===== src/sv/mbrw_pkg.sv =====
package mbrw_pkg;

  localparam int NUM_LOCKS   = 16;
  localparam int MAX_WAITERS = 16;
  localparam int COUNT_BITS  = 8;
  localparam int MAX_WAKE    = 16;
  localparam int WIDX_BITS   = (MAX_WAITERS > 1) ? $clog2(MAX_WAITERS) : 1;
  localparam int WCNT_BITS   = $clog2(MAX_WAITERS + 1);
  localparam int NRES_BITS   = $clog2(MAX_WAKE + 2);
  localparam int ENTRY_BITS  = 33;

  typedef enum logic [1:0] {
    KIND_ENTER   = 2'd0,
    KIND_RESERVE = 2'd1,
    KIND_LEAVE   = 2'd2,
    KIND_FREE    = 2'd3
  } kind_t;

  typedef enum logic [2:0] {
    ST_GRANTED  = 3'd0,
    ST_BLOCKED  = 3'd1,
    ST_RELEASED = 3'd2,
    ST_WRONG    = 3'd3,
    ST_FULL     = 3'd4,
    ST_OVERFLOW = 3'd5
  } status_t;

  localparam logic [1:0] MODE_FREE     = 2'd0;
  localparam logic [1:0] MODE_ENTERED  = 2'd1;
  localparam logic [1:0] MODE_RESERVED = 2'd2;

  typedef struct packed {
    logic [7:0]  task_id;
    logic [7:0]  prio;
    logic        excl;
    logic [15:0] mask;
  } waiter_t;

  typedef struct packed {
    logic [2:0] status;
    logic       is_wakeup;
    logic [7:0] woken_task;
    logic       last;
  } result_t;

endpackage


===== src/sv/multi_bolt_reader_writer_lock_unit.sv =====
// Lock unit for up to 16 shared/exclusive locks with a priority-ordered wait
// queue of 16 entries kept in a one-port-read RAM. Enter and reserve run a
// priority search over the queue and then an insertion shift. Leave and
// free run the wake passes: an exclusive pass and then, if no exclusive
// waiter was left waiting, a shared pass, each of which reads the queue RAM
// one entry at a time and compacts it in place. Results leave through an
// output register; each result of a release is held back until the next
// one is found or the passes end, so that its last flag is known before it
// is offered.
module multi_bolt_reader_writer_lock_unit (
  input  logic        clk,
  input  logic        rst,
  input  logic        in_valid,
  output logic        in_ready,
  input  logic [1:0]  kind,
  input  logic [7:0]  task_id,
  input  logic [7:0]  priority_req,
  input  logic [15:0] lock_mask,
  output logic        out_valid,
  input  logic        out_ready,
  output logic [2:0]  status,
  output logic        is_wakeup,
  output logic [7:0]  woken_task,
  output logic        last
);
  import mbrw_pkg::*;

  typedef enum logic [10:0] {
    S_IDLE  = 11'b00000000001,
    S_CHECK = 11'b00000000010,
    S_FIND  = 11'b00000000100,
    S_FINDW = 11'b00000001000,
    S_SHIFT = 11'b00000010000,
    S_SHW   = 11'b00000100000,
    S_PRES  = 11'b00001000000,
    S_PRD   = 11'b00010000000,
    S_PCHK  = 11'b00100000000,
    S_PEND  = 11'b01000000000,
    S_EMIT  = 11'b10000000000
  } state_t;

  state_t state;
  logic [1:0]  r_kind;
  logic [7:0]  r_task, r_prio;
  logic [NUM_LOCKS-1:0] r_mask;
  logic [WCNT_BITS-1:0] qlen, rd, wr;
  logic [WIDX_BITS-1:0] pos;
  logic pass_excl, res_wait;
  logic [NRES_BITS-1:0] nres;
  waiter_t cur;
  result_t res;
  logic res_pend;
  logic res_ok;

  logic ram_we;
  logic [WIDX_BITS-1:0] ram_wa, ram_ra;
  waiter_t ram_wd, ram_rd;

  logic chk_excl, f_block, f_ovf, r_wrong, do_grant, do_release;
  logic [NUM_LOCKS-1:0] chk_mask;
  logic [1:0] expect_mode;

  mbrw_ram #(.WIDTH(ENTRY_BITS), .DEPTH(MAX_WAITERS)) u_q (
    .clk(clk), .we(ram_we), .waddr(ram_wa), .wdata(ram_wd),
    .raddr(ram_ra), .rdata(ram_rd)
  );

  mbrw_locks u_locks (
    .clk(clk), .rst(rst), .check_excl(chk_excl), .check_mask(chk_mask),
    .fit_block(f_block), .fit_ovf(f_ovf), .rel_expect(expect_mode),
    .rel_wrong(r_wrong), .do_grant(do_grant), .do_release(do_release)
  );

  assign expect_mode = (r_kind == KIND_LEAVE) ? MODE_ENTERED : MODE_RESERVED;
  assign in_ready  = (state == S_IDLE);
  assign out_valid = res_pend && res_ok;
  assign status     = res.status;
  assign is_wakeup  = res.is_wakeup;
  assign woken_task = res.woken_task;
  assign last       = res.last;

  logic fits_now;
  assign fits_now = (state == S_PCHK) && !f_block && !(f_ovf && !cur.excl)
                    && (nres <= NRES_BITS'(MAX_WAKE));

  always_comb begin
    chk_excl   = r_kind[0];
    chk_mask   = '0;
    do_grant   = 1'b0;
    do_release = 1'b0;
    if (state == S_CHECK) begin
      chk_mask = r_mask;
      if (!r_kind[1]) do_grant = !f_block && !f_ovf && !res_pend;
      else do_release = !r_wrong && !res_pend;
    end else if (state == S_PCHK) begin
      chk_excl = cur.excl;
      chk_mask = cur.mask[NUM_LOCKS-1:0];
      do_grant = fits_now && cur.excl == pass_excl && !res_pend;
    end
  end

  always_comb begin
    ram_we = 1'b0;
    ram_wa = pos;
    ram_wd = '{task_id: r_task, prio: r_prio, excl: r_kind[0],
               mask: 16'(r_mask)};
    ram_ra = rd[WIDX_BITS-1:0];
    case (state)
      S_SHW: begin
        if (rd == WCNT_BITS'(pos)) begin
          ram_we = 1'b1;
          ram_wa = pos;
        end else begin
          ram_we = 1'b1;
          ram_wa = rd[WIDX_BITS-1:0];
          ram_wd = ram_rd;
        end
      end
      S_PCHK: begin
        ram_wa = wr[WIDX_BITS-1:0];
        ram_wd = cur;
        ram_we = !(cur.excl == pass_excl && fits_now);
      end
      default: ;
    endcase
    if (state == S_SHIFT) ram_ra = rd[WIDX_BITS-1:0] - 1'b1;
    if (state == S_PRES) ram_ra = '0;
    if (state == S_PCHK) ram_ra = rd[WIDX_BITS-1:0] + 1'b1;
  end

  always_ff @(posedge clk) begin
    if (rst) begin
      state    <= S_IDLE;
      qlen     <= '0;
      res_pend <= 1'b0;
      res_ok   <= 1'b0;
    end else begin
      if (res_pend && res_ok && out_ready) res_pend <= 1'b0;
      case (state)
        S_IDLE: if (in_valid) begin
          r_kind <= kind;
          r_task <= task_id;
          r_prio <= priority_req;
          r_mask <= lock_mask[NUM_LOCKS-1:0];
          state  <= S_CHECK;
        end
        S_CHECK: if (!res_pend) begin
          if (!r_kind[1]) begin
            if (!f_block) begin
              res   <= '{status: f_ovf ? ST_OVERFLOW : ST_GRANTED,
                         is_wakeup: 1'b0, woken_task: '0, last: 1'b1};
              res_pend <= 1'b1;
              res_ok   <= 1'b1;
              state <= S_IDLE;
            end else if (qlen == WCNT_BITS'(MAX_WAITERS)) begin
              res   <= '{status: ST_FULL, is_wakeup: 1'b0, woken_task: '0,
                         last: 1'b1};
              res_pend <= 1'b1;
              res_ok   <= 1'b1;
              state <= S_IDLE;
            end else begin
              rd    <= '0;
              state <= S_FIND;
            end
          end else if (r_wrong) begin
            res   <= '{status: ST_WRONG, is_wakeup: 1'b0, woken_task: '0,
                       last: 1'b1};
            res_pend <= 1'b1;
            res_ok   <= 1'b1;
            state <= S_IDLE;
          end else begin
            res   <= '{status: ST_RELEASED, is_wakeup: 1'b0, woken_task: '0,
                       last: 1'b0};
            res_pend  <= 1'b1;
            res_ok    <= 1'b0;
            nres      <= NRES_BITS'(1);
            pass_excl <= 1'b1;
            res_wait  <= 1'b0;
            state     <= S_PRES;
          end
        end
        S_FIND: begin
          if (rd == qlen) begin
            pos   <= rd[WIDX_BITS-1:0];
            rd    <= qlen;
            state <= S_SHIFT;
          end else state <= S_FINDW;
        end
        S_FINDW: begin
          if (ram_rd.prio > r_prio) begin
            pos   <= rd[WIDX_BITS-1:0];
            rd    <= qlen;
            state <= S_SHIFT;
          end else begin
            rd    <= rd + 1'b1;
            state <= S_FIND;
          end
        end
        S_SHIFT: state <= S_SHW;
        S_SHW: begin
          if (rd == WCNT_BITS'(pos)) begin
            qlen  <= qlen + 1'b1;
            res   <= '{status: ST_BLOCKED, is_wakeup: 1'b0, woken_task: '0,
                       last: 1'b1};
            res_pend <= 1'b1;
            res_ok   <= 1'b1;
            state <= S_IDLE;
          end else begin
            rd    <= rd - 1'b1;
            state <= S_SHIFT;
          end
        end
        S_PRES: begin
          rd    <= '0;
          wr    <= '0;
          state <= S_PRD;
        end
        S_PRD: begin
          if (rd == qlen) state <= S_PEND;
          else state <= S_PCHK;
        end
        S_PCHK: begin
          if (cur.excl == pass_excl && fits_now) begin
            if (!res_pend) begin
              res <= '{status: ST_GRANTED, is_wakeup: 1'b1,
                       woken_task: cur.task_id, last: 1'b0};
              res_pend <= 1'b1;
              res_ok   <= 1'b0;
              nres  <= nres + 1'b1;
              rd    <= rd + 1'b1;
              state <= S_PRD;
            end else res_ok <= 1'b1;
          end else begin
            wr <= wr + 1'b1;
            if (cur.excl == pass_excl) res_wait <= 1'b1;
            rd    <= rd + 1'b1;
            state <= S_PRD;
          end
        end
        S_PEND: begin
          qlen <= wr;
          if (pass_excl && !res_wait) begin
            pass_excl <= 1'b0;
            state     <= S_PRES;
          end else state <= S_EMIT;
        end
        S_EMIT: begin
          res.last <= 1'b1;
          res_ok   <= 1'b1;
          state    <= S_IDLE;
        end
        default: state <= S_IDLE;
      endcase
      if (state == S_PRD && rd != qlen) cur <= ram_rd;
    end
  end

endmodule


===== src/sv/mbrw_ram.sv =====
module mbrw_ram #(
  parameter int WIDTH = 8,
  parameter int DEPTH = 16
) (
  input  logic                     clk,
  input  logic                     we,
  input  logic [$clog2(DEPTH)-1:0] waddr,
  input  logic [WIDTH-1:0]         wdata,
  input  logic [$clog2(DEPTH)-1:0] raddr,
  output logic [WIDTH-1:0]         rdata
);

  logic [WIDTH-1:0] mem [DEPTH];

  always_ff @(posedge clk) begin
    if (we) mem[waddr] <= wdata;
    rdata <= mem[raddr];
  end

endmodule


===== src/sv/mbrw_locks.sv =====
module mbrw_locks (
  input  logic                                 clk,
  input  logic                                 rst,
  input  logic                                 check_excl,
  input  logic [mbrw_pkg::NUM_LOCKS-1:0]       check_mask,
  output logic                                 fit_block,
  output logic                                 fit_ovf,
  input  logic [1:0]                           rel_expect,
  output logic                                 rel_wrong,
  input  logic                                 do_grant,
  input  logic                                 do_release
);
  import mbrw_pkg::*;

  logic [1:0]            mode  [NUM_LOCKS];
  logic [COUNT_BITS-1:0] count [NUM_LOCKS];

  always_comb begin
    fit_block = 1'b0;
    fit_ovf   = 1'b0;
    rel_wrong = 1'b0;
    for (int i = 0; i < NUM_LOCKS; i++) begin
      if (check_mask[i]) begin
        if (mode[i] >= MODE_RESERVED || (mode[i] == MODE_ENTERED && check_excl))
          fit_block = 1'b1;
        if (!check_excl && count[i] == {COUNT_BITS{1'b1}}) fit_ovf = 1'b1;
        if (mode[i] != rel_expect) rel_wrong = 1'b1;
      end
    end
  end

  always_ff @(posedge clk) begin
    if (rst) begin
      for (int i = 0; i < NUM_LOCKS; i++) begin
        mode[i]  <= MODE_FREE;
        count[i] <= '0;
      end
    end else begin
      for (int i = 0; i < NUM_LOCKS; i++) begin
        if (check_mask[i]) begin
          if (do_grant) begin
            if (check_excl) begin
              mode[i] <= MODE_RESERVED;
            end else begin
              mode[i]  <= MODE_ENTERED;
              count[i] <= count[i] + 1'b1;
            end
          end else if (do_release) begin
            if (rel_expect == MODE_ENTERED && count[i] > 1) begin
              count[i] <= count[i] - 1'b1;
            end else begin
              count[i] <= '0;
              mode[i]  <= MODE_FREE;
            end
          end
        end
      end
    end
  end

endmodule


===== config.mk =====
export PLATFORM = sky130hd
export DESIGN_NAME = multi_bolt_reader_writer_lock_unit
export DESIGN_NICKNAME = d
export VERILOG_FILES = /design/src/sv/mbrw_pkg.sv /design/src/sv/multi_bolt_reader_writer_lock_unit.sv /design/src/sv/mbrw_ram.sv /design/src/sv/mbrw_locks.sv
export SDC_FILE = /design/constraint.sdc
export NUM_CORES = 2
export LEC_CHECK = 0
export BUFFER_PORTS_ARGS = -buffer_cell sky130_fd_sc_hd__buf_2
export CORE_UTILIZATION = 55
export CTS_CLUSTER_SIZE = 16
export DETAILED_ROUTE_END_ITERATION = 8
export PLACE_DENSITY_LB_ADDON = 0.3
export SLEW_MARGIN = 20
export SYNTH_ARGS = -nofsm -noshare
export SYNTH_HDL_FRONTEND = slang
export SYNTH_HIERARCHICAL = 1
export SYNTH_SLANG_ARGS = --single-unit

===== constraint.sdc =====
create_clock -name clk -period 8.1 [get_ports clk]
set_clock_uncertainty 0.15 [all_clocks]
set_input_delay 1.62 -clock clk [delete_from_list [all_inputs] [get_ports clk]]
set_output_delay 1.62 -clock clk [all_outputs]
set_load 0.01 [all_outputs]

# After elaboration in Yosys (flattened, before gate mapping)
# Memory sizes are Yosys's and may differ from the RTL's. A register that Yosys moved wholly into a read port is not among the register bits.
# Cells that the tools add are included.
[op_classes] addsub=39 magnitude_cmp=34 n_eq_ne=84 n_mux=583 bitwise=97 n_reduce_logical=107
[ops] op="$mux W1" count=424
[ops] op="$mux W8" count=48
[ops] op="$add A8 B1 Y8 const B" count=16
[ops] op="$eq A8 B8 Y1 const B" count=16
[ops] op="$gt A8 B1 Y1 const B" count=16
[ops] op="$sub A8 B1 Y8 const B" count=16
[ops] op="$pmux W11 S10" count=1
[ops] op="$mux W2" count=49
[ops] op="$or A1 B1 Y1" count=96
[ops] op="$mux W5" count=19
[ops] op="$mux W13" count=7
[ops] op="$mux W11" count=7
[ops] op="$pmux W33 S2" count=1
[ops] op="$logic_and A1 B1 Y1" count=61
[ops] op="$pmux W12 S3" count=1
[ops] op="$eq A2 B1 Y1 const B" count=17
[ops] op="$mux W33" count=1
[ops] op="$ge A2 B2 Y1 const B" count=16
[ops] op="$mux W16" count=2
[ops] op="$ne A2 B2 Y1" count=16
[ops] op="$pmux W5 S2" count=3
[ops] op="$pmux W5 S6" count=1
[ops] op="$ne A2 B2 Y1 const B" count=14
[ops] op="$reduce_and A7 Y1" count=4
[ops] op="47 further kinds" count=92
[word_totals] reg_bits=119 ramBits=688 inputBits=38 output_inout_bits=15 wordCells=969 memories=3
[memory_table] name="u_q.mem" depth=16 word_bits=33 read_ports=1 rd_ports_with_merged_regs=1 write_ports=1 line_no="mbrw_ram.sv:13" source="logic [WIDTH-1:0] mem [DEPTH];"
[memory_table] name="u_locks.count" depth=16 word_bits=8 read_ports=16 rd_ports_with_merged_regs=0 write_ports=16 line_no="mbrw_locks.sv:16" source="logic [COUNT_BITS-1:0] count [NUM_LOCKS];"
[memory_table] name="u_locks.mode" depth=16 word_bits=2 read_ports=16 rd_ports_with_merged_regs=0 write_ports=16 line_no="mbrw_locks.sv:15" source="logic [1:0] mode [NUM_LOCKS];"

# Depth between registers and ports, before layout
[logic_depth] word_depth=52 depth_mapped=27 mapped_depth_nobuf=21

# Modules after synthesis
# Netlist, hierarchy kept.
[by_module_without_submodules] module="mbrw_ram" instances=1 cells_each=864 area_each_um2=20629.8 seq_area_each_um2=16515.8
[by_module_without_submodules] module="mbrw_locks" instances=1 cells_each=1349 area_each_um2=12169.2 seq_area_each_um2=4804.6
[by_module_without_submodules] module="multi_bolt_reader_writer_lock_unit" instances=1 cells_each=540 area_each_um2=6080.8 seq_area_each_um2=3393.3

# Least setup slack after synthesis
# Ideal clock, no wire load.
[synth_path] path_kind="register to register" startpoint="register state[5]" endpoint="memory u_q/mem[0][0] (netlist name), enable pin" setup_time_ps=464 arrival_time_ps=5943 t_required_ps=7486 path_slack_ps=1542 stages_incl_launch_ff=19 n_path_buf=4 period_less_slack_ps=6558 cell_sequence="dfxtp_1 > clkbuf_1 > nor4_2 > nand4_1 > inv_1 > buf_2 > buf_2 > a22o_1 > clkbuf_1 > and3_1 > nand4_1 > o21ai_0 > nor4_1 > a31oi_1 > or3_1 > a221oi_1 > o21ai_0 > or3b_2 > nor3_1"
[synth_between] word_cells_on_any_way=132 classes_between="eq/ne: 3; mux: 72; reduce/logical: 57"
[synth_rtl] element="start, declared" line_no="multi_bolt_reader_writer_lock_unit.sv:42" source="state_t state;"
[synth_rtl] element="start signal, assigned" line_no="multi_bolt_reader_writer_lock_unit.sv:133" source="state <= S_IDLE;"
[synth_rtl] element="start signal, assigned" line_no="multi_bolt_reader_writer_lock_unit.sv:145" source="state <= S_CHECK;"
[synth_rtl] element="start signal, assigned" line_no="multi_bolt_reader_writer_lock_unit.sv:154" source="state <= S_IDLE;"
[synth_rtl] element="$eq A11 B9 Y1" line_no="multi_bolt_reader_writer_lock_unit.sv:95" source="end else if (state == S_PCHK) begin"
[synth_rtl] element="$mux W16" line_no="multi_bolt_reader_writer_lock_unit.sv:95"
[synth_rtl] element="$mux W16 (*)" line_no="multi_bolt_reader_writer_lock_unit.sv:91" source="if (state == S_CHECK) begin"
[synth_rtl] element="named net chk_mask[0]" line_no="multi_bolt_reader_writer_lock_unit.sv:60" source="logic [NUM_LOCKS-1:0] chk_mask;"
[synth_rtl] element="$mux W1 (*)" line_no="mbrw_locks.sv:23" source="if (check_mask[i]) begin"
[synth_rtl] element="$mux W1" line_no="mbrw_locks.sv:26" source="if (!check_excl && count[i] == {COUNT_BITS{1'b1}}) fit_ovf = 1'b1;"
[synth_rtl] element="$mux W1 (*)" line_no="mbrw_locks.sv:23"
[synth_rtl] element="$mux W1" line_no="mbrw_locks.sv:26"
[synth_rtl] element="(+27 left out)"
[synth_rtl] element="named net f_ovf" line_no="multi_bolt_reader_writer_lock_unit.sv:59" source="logic chk_excl, f_block, f_ovf, r_wrong, do_grant, do_release;"
[synth_rtl] element="(+2 left out)"
[synth_rtl] element="$logic_and A1 B1 Y1 (*)" line_no="multi_bolt_reader_writer_lock_unit.sv:83" source="assign fits_now = (state == S_PCHK) && !f_block && !(f_ovf && !cur.excl)"
[synth_rtl] element="$logic_and A1 B1 Y1 (*)" line_no="multi_bolt_reader_writer_lock_unit.sv:84" source="&& (nres <= NRES_BITS'(MAX_WAKE));"
[synth_rtl] element="$logic_and A1 B1 Y1 (*)" line_no="multi_bolt_reader_writer_lock_unit.sv:122" source="ram_we = !(cur.excl == pass_excl && fits_now);"
[synth_rtl] element="$logic_not A1 Y1 (*)" line_no="multi_bolt_reader_writer_lock_unit.sv:122"
[synth_rtl] element="$pmux W1 S2 (*)" line_no="multi_bolt_reader_writer_lock_unit.sv:108" source="case (state)"
[synth_rtl] element="named net ram_we" line_no="multi_bolt_reader_writer_lock_unit.sv:55" source="logic ram_we;"
[synth_rtl] element="$mux W1 (*)" line_no="mbrw_ram.sv:16" source="if (we) mem[waddr] <= wdata;"
[synth_rtl] element="$mux W1 (implied by the code) (*)" line_no="mbrw_ram.sv:16"
[synth_rtl] element="end, declared" line_no="mbrw_ram.sv:13"
# The timed path passes the listed nets; every way through them passes the cells marked *.

==> results.json <==
{
  "ys.flop_type": "edfxtp_1",
  "antenna_cells": 0,
  "root_buffer": "clkbuf_16",
  "synth.avg_cell_area_sq_um": 14.1,
  "hold_buffers": 0,
  "io_buffer_count": 52,
  "worstSetupStartpointType": "register",
  "stdcell_area_sq_mm": 0.0430,
  "start_util_pct": 55.5,
  "die_y_microns": 268,
  "required_ps": 8220,
  "place.gp.congestion": 0.880,
  "grtUsageTotal_pct": 27.0,
  "synth_nets": 2854,
  "globalRouteOverflowTotal": 0,
  "routed_via_density": 6.56,
  "swShare_pct": 22.0,
  "power.internal_mw": 7.21,
  "synthAdderAreaFrac_pct": 2.03,
  "finalPower_mw": 9.24,
  "synth-seq-cells": 840,
  "syn2layout_area_growth_pct": 10.6,
  "finalHoldViolations": 0,
  "antenna_found_initial": 0,
  "drv_cap": 0,
  "fmax_mhz": 150,
  "powerDensity_mw_per_mm2": 215,
  "status": "finished with violations",
  "grt_pass1_vias": 24348,
  "finalWirelength_mm": 96.0,
  "synth_area_sq_mm": 0.0389,
  "hpwl_mm": 57.4,
  "ys.warnings.count": 6,
  "tns_ps": 0,
  "synth_top_area_share_pct": 60.9,
  "yosysUniqueCellTypes": 102,
  "finalSetupViolCount": 0,
  "die_area_sq_mm": 0.0718,
  "dr.pass1.iters": 9,
  "final_util_pct": 61.4,
  "crit_type": "reg -> reg",
  "muxShareOfSynthArea_pct": 8.19,
  "cp_max_fo": 30,
  "final_antenna_net_count": 0,
  "core-area_sq_mm": 0.0700,
  "pwr-share-comb_pct": 3.7,
  "p_leak_nw": 14.6,
  "drt_drc_violations_left": 1,
  "clock_latency_ps": 650,
  "die_w_microns": 268,
  "num_rows": 97,
  "htree_levels": 3,
  "worst-slew-pin-transition_ps": 1070,
  "synth-async-reset-ratio_pct": 0,
  "peakVddDrop_uv": 223,
  "arrival_ps": 6790,
  "dr_total_vias": 24991,
  "drive_gt1_share_pct": 15.3,
  "io_pins": 53,
  "grt_pass1_wl_mm": 147,
  "endpoint_kind": "register",
  "clkPwrFrac_pct": 43.3,
  "cts.sinks": 840,
  "post_cts_resized": 0,
  "synth_compound_area_share_pct": 10.7,
  "hold_class": "reg -> reg",
  "cts_made_buffers": 89,
  "synth_area_leader_cell": "edfxtp_1",
  "place_area_sq_mm": 0.0401,
  "slew_headroom_pct": 28.6,
  "netlist_instances": 2753,
  "synth_xor_area_share_pct": 1.49,
  "cts_tree": "done",
  "wl_per_cell_microns": 25.2,
  "synth_top_family_by_area": "compound AO/OA/AOI/OAI gates",
  "seq_power_share_pct": 53.0,
  "maxSlewViolCount": 0,
  "synth-edff-count": 789,
  "clkTransAtPathRegs_ps": 60,
  "nets": 2895,
  "post-route-period-util_pct": 82.4,
  "synth_simple_gate_area_share_pct": 10.7,
  "layout_min_cycle_time_ps": 6670,
  "cts_max_path_buffers": 3,
  "failed_checks": "DRC",
  "seq_area_frac_synth_pct": 63.6,
  "cts_setup_buffers": 0,
  "rsz0062_at_grt": "false",
  "grt_max_degree": 133,
  "drt_iter0_markers": 2862,
  "p_switching_mw": 2.03,
  "synth_area_leaders": "edfxtp_1 (61%), mux4_2 (6.5%), dfxtp_1 (2.6%), ha_1 (2.0%), nor2_1 (1.7%)"
}
[worst max-delay path, stage by stage, from the launching register on]
cell and delay, ps:
dfxtp_1 370, nor4_2 610, nand4_1 240, buf_4 290
nand2_1 120, nand2_1 550, a21oi_1 360, o22ai_1 120
a221oi_1 370, nand4_1 360, a221oi_1 440, and2_1 290
a21oi_1 60, nor2_1 150, buf_4 270, or3b_2 720
nor2_1 250, nor2_1 100, o21ai_1 440
[cell type report]
class / count / area (sq um)
multi-input cells: 1635 / 13100
well taps: 940 / 1180
clock buffers: 108 / 2340
fillers: 5182 / 27000
flip-flops and latches: 840 / 24700
clock inverters: 58 / 561
repair buffers: 98 / 631
inverters: 130 / 488
[cell families after synthesis]
logic type / Yosys count
flops: 840
simple gates: 778
compound gates: 583
buf+inv: 278
mux: 145
xor+xnor: 66
fa+ha+maj: 63
[layout by cell type, fill, tap and decap left out, types with 54 or more instances in the layout]
cell	count
a21oi_1	119
a22oi_1	76
and3_1	54
clkbuf_16	89
edfxtp_1	789
ha_1	63
inv_1	122
mux4_2	113
nand2_1	152
nand3_1	104
nor2_1	157
o21ai_0	73
[registers in the layout, summed over array words and instances, names as in the netlist, 11 cells and up]
name           cells
r_mask            16
state             11
u_locks/count    128
cur               33
u_q/rdata         33
u_locks/mode      32
u_q/mem          528
[cell usage after synthesis (8+ instances only)]
| cell type | instances |
|---|---|
| a211oi_1 | 15 |
| a21o_1 | 45 |
| a21oi_1 | 119 |
| a221o_1 | 10 |
| a221oi_1 | 29 |
| a222oi_1 | 29 |
| a22o_1 | 17 |
| a22oi_1 | 76 |
| a31oi_1 | 19 |
| and2_1 | 22 |
| and3_1 | 54 |
| buf_1 | 8 |
| buf_2 | 39 |
| clkbuf_1 | 77 |
| dfxtp_1 | 51 |
| edfxtp_1 | 789 |
| ha_1 | 63 |
| inv_1 | 123 |
| mux2i_1 | 9 |
| mux4_1 | 19 |
| mux4_2 | 113 |
| nand2_1 | 152 |
| nand2b_1 | 15 |
| nand3_1 | 104 |
| nand4_1 | 41 |
| nor2_1 | 173 |
| nor2b_1 | 20 |
| nor3_1 | 56 |
| nor3b_1 | 17 |
| nor4_1 | 17 |
| o2111ai_1 | 14 |
| o211ai_1 | 8 |
| o21ai_0 | 76 |
| o21bai_1 | 9 |
| o221ai_1 | 9 |
| o22a_1 | 15 |
| o22ai_1 | 10 |
| o31ai_1 | 15 |
| or2_2 | 13 |
| or3_1 | 14 |
| or4_1 | 22 |
| xnor2_1 | 14 |
| xor2_1 | 52 |
[path summary, 6_finish.rpt]
path | slack (ps) | startpoint | endpoint | depth (start not counted)
max reg2reg | 1430 | state[7]$_SDFFE_PP0P_ | u_locks/count[1][36]$_SDFFCE_PP0P_ | 18
min | 280 | u_q/rdata[2]$_DFF_P_ | cur[2]$_DFFE_PP_ | 0
max | 1430 | state[7]$_SDFFE_PP0P_ | u_locks/count[1][36]$_SDFFCE_PP0P_ | 18
min reg2reg | 280 | u_q/rdata[2]$_DFF_P_ | cur[2]$_DFFE_PP_ | 0
[metrics by stage]
| stage | hold WS [ps] | std cells | setup WS, ps |
|---|---|---|---|
| detailed placement | 267 | 3643 | 1500 |
| CTS | 282 | 3809 | 1480 |
| finish | 282 | 3809 | 1430 |
| floorplan | 259 | 2753 | 1540 |
| global route | 293 | 3809 | 1080 |
| global placement | 263 | 3643 | 1700 |
[routing by layer]
layer  global-route usage [%]  routed length, microns  vias to the layer above
met3                     3.86                    7580                      166
met1                     37.6                   39400                    12576
li1                         -                       -                    11036
met5                        0                       0                        -
met2                     44.2                   46700                     1213
met4                     8.49                    2340                        0
[power groups by stage]
stage | Clock [mW] | Combinational (mW) | Sequential (mW)
floorplan | 0 | 0.249 | 4.95
global placement | 0 | 0.321 | 4.98
detailed placement | 0 | 0.334 | 4.99
CTS | 4.07 | 0.336 | 4.89
global route | 4.25 | 0.374 | 4.90
finish | 4.01 | 0.338 | 4.90
Note: power is estimated with default switching activity, not from simulation.
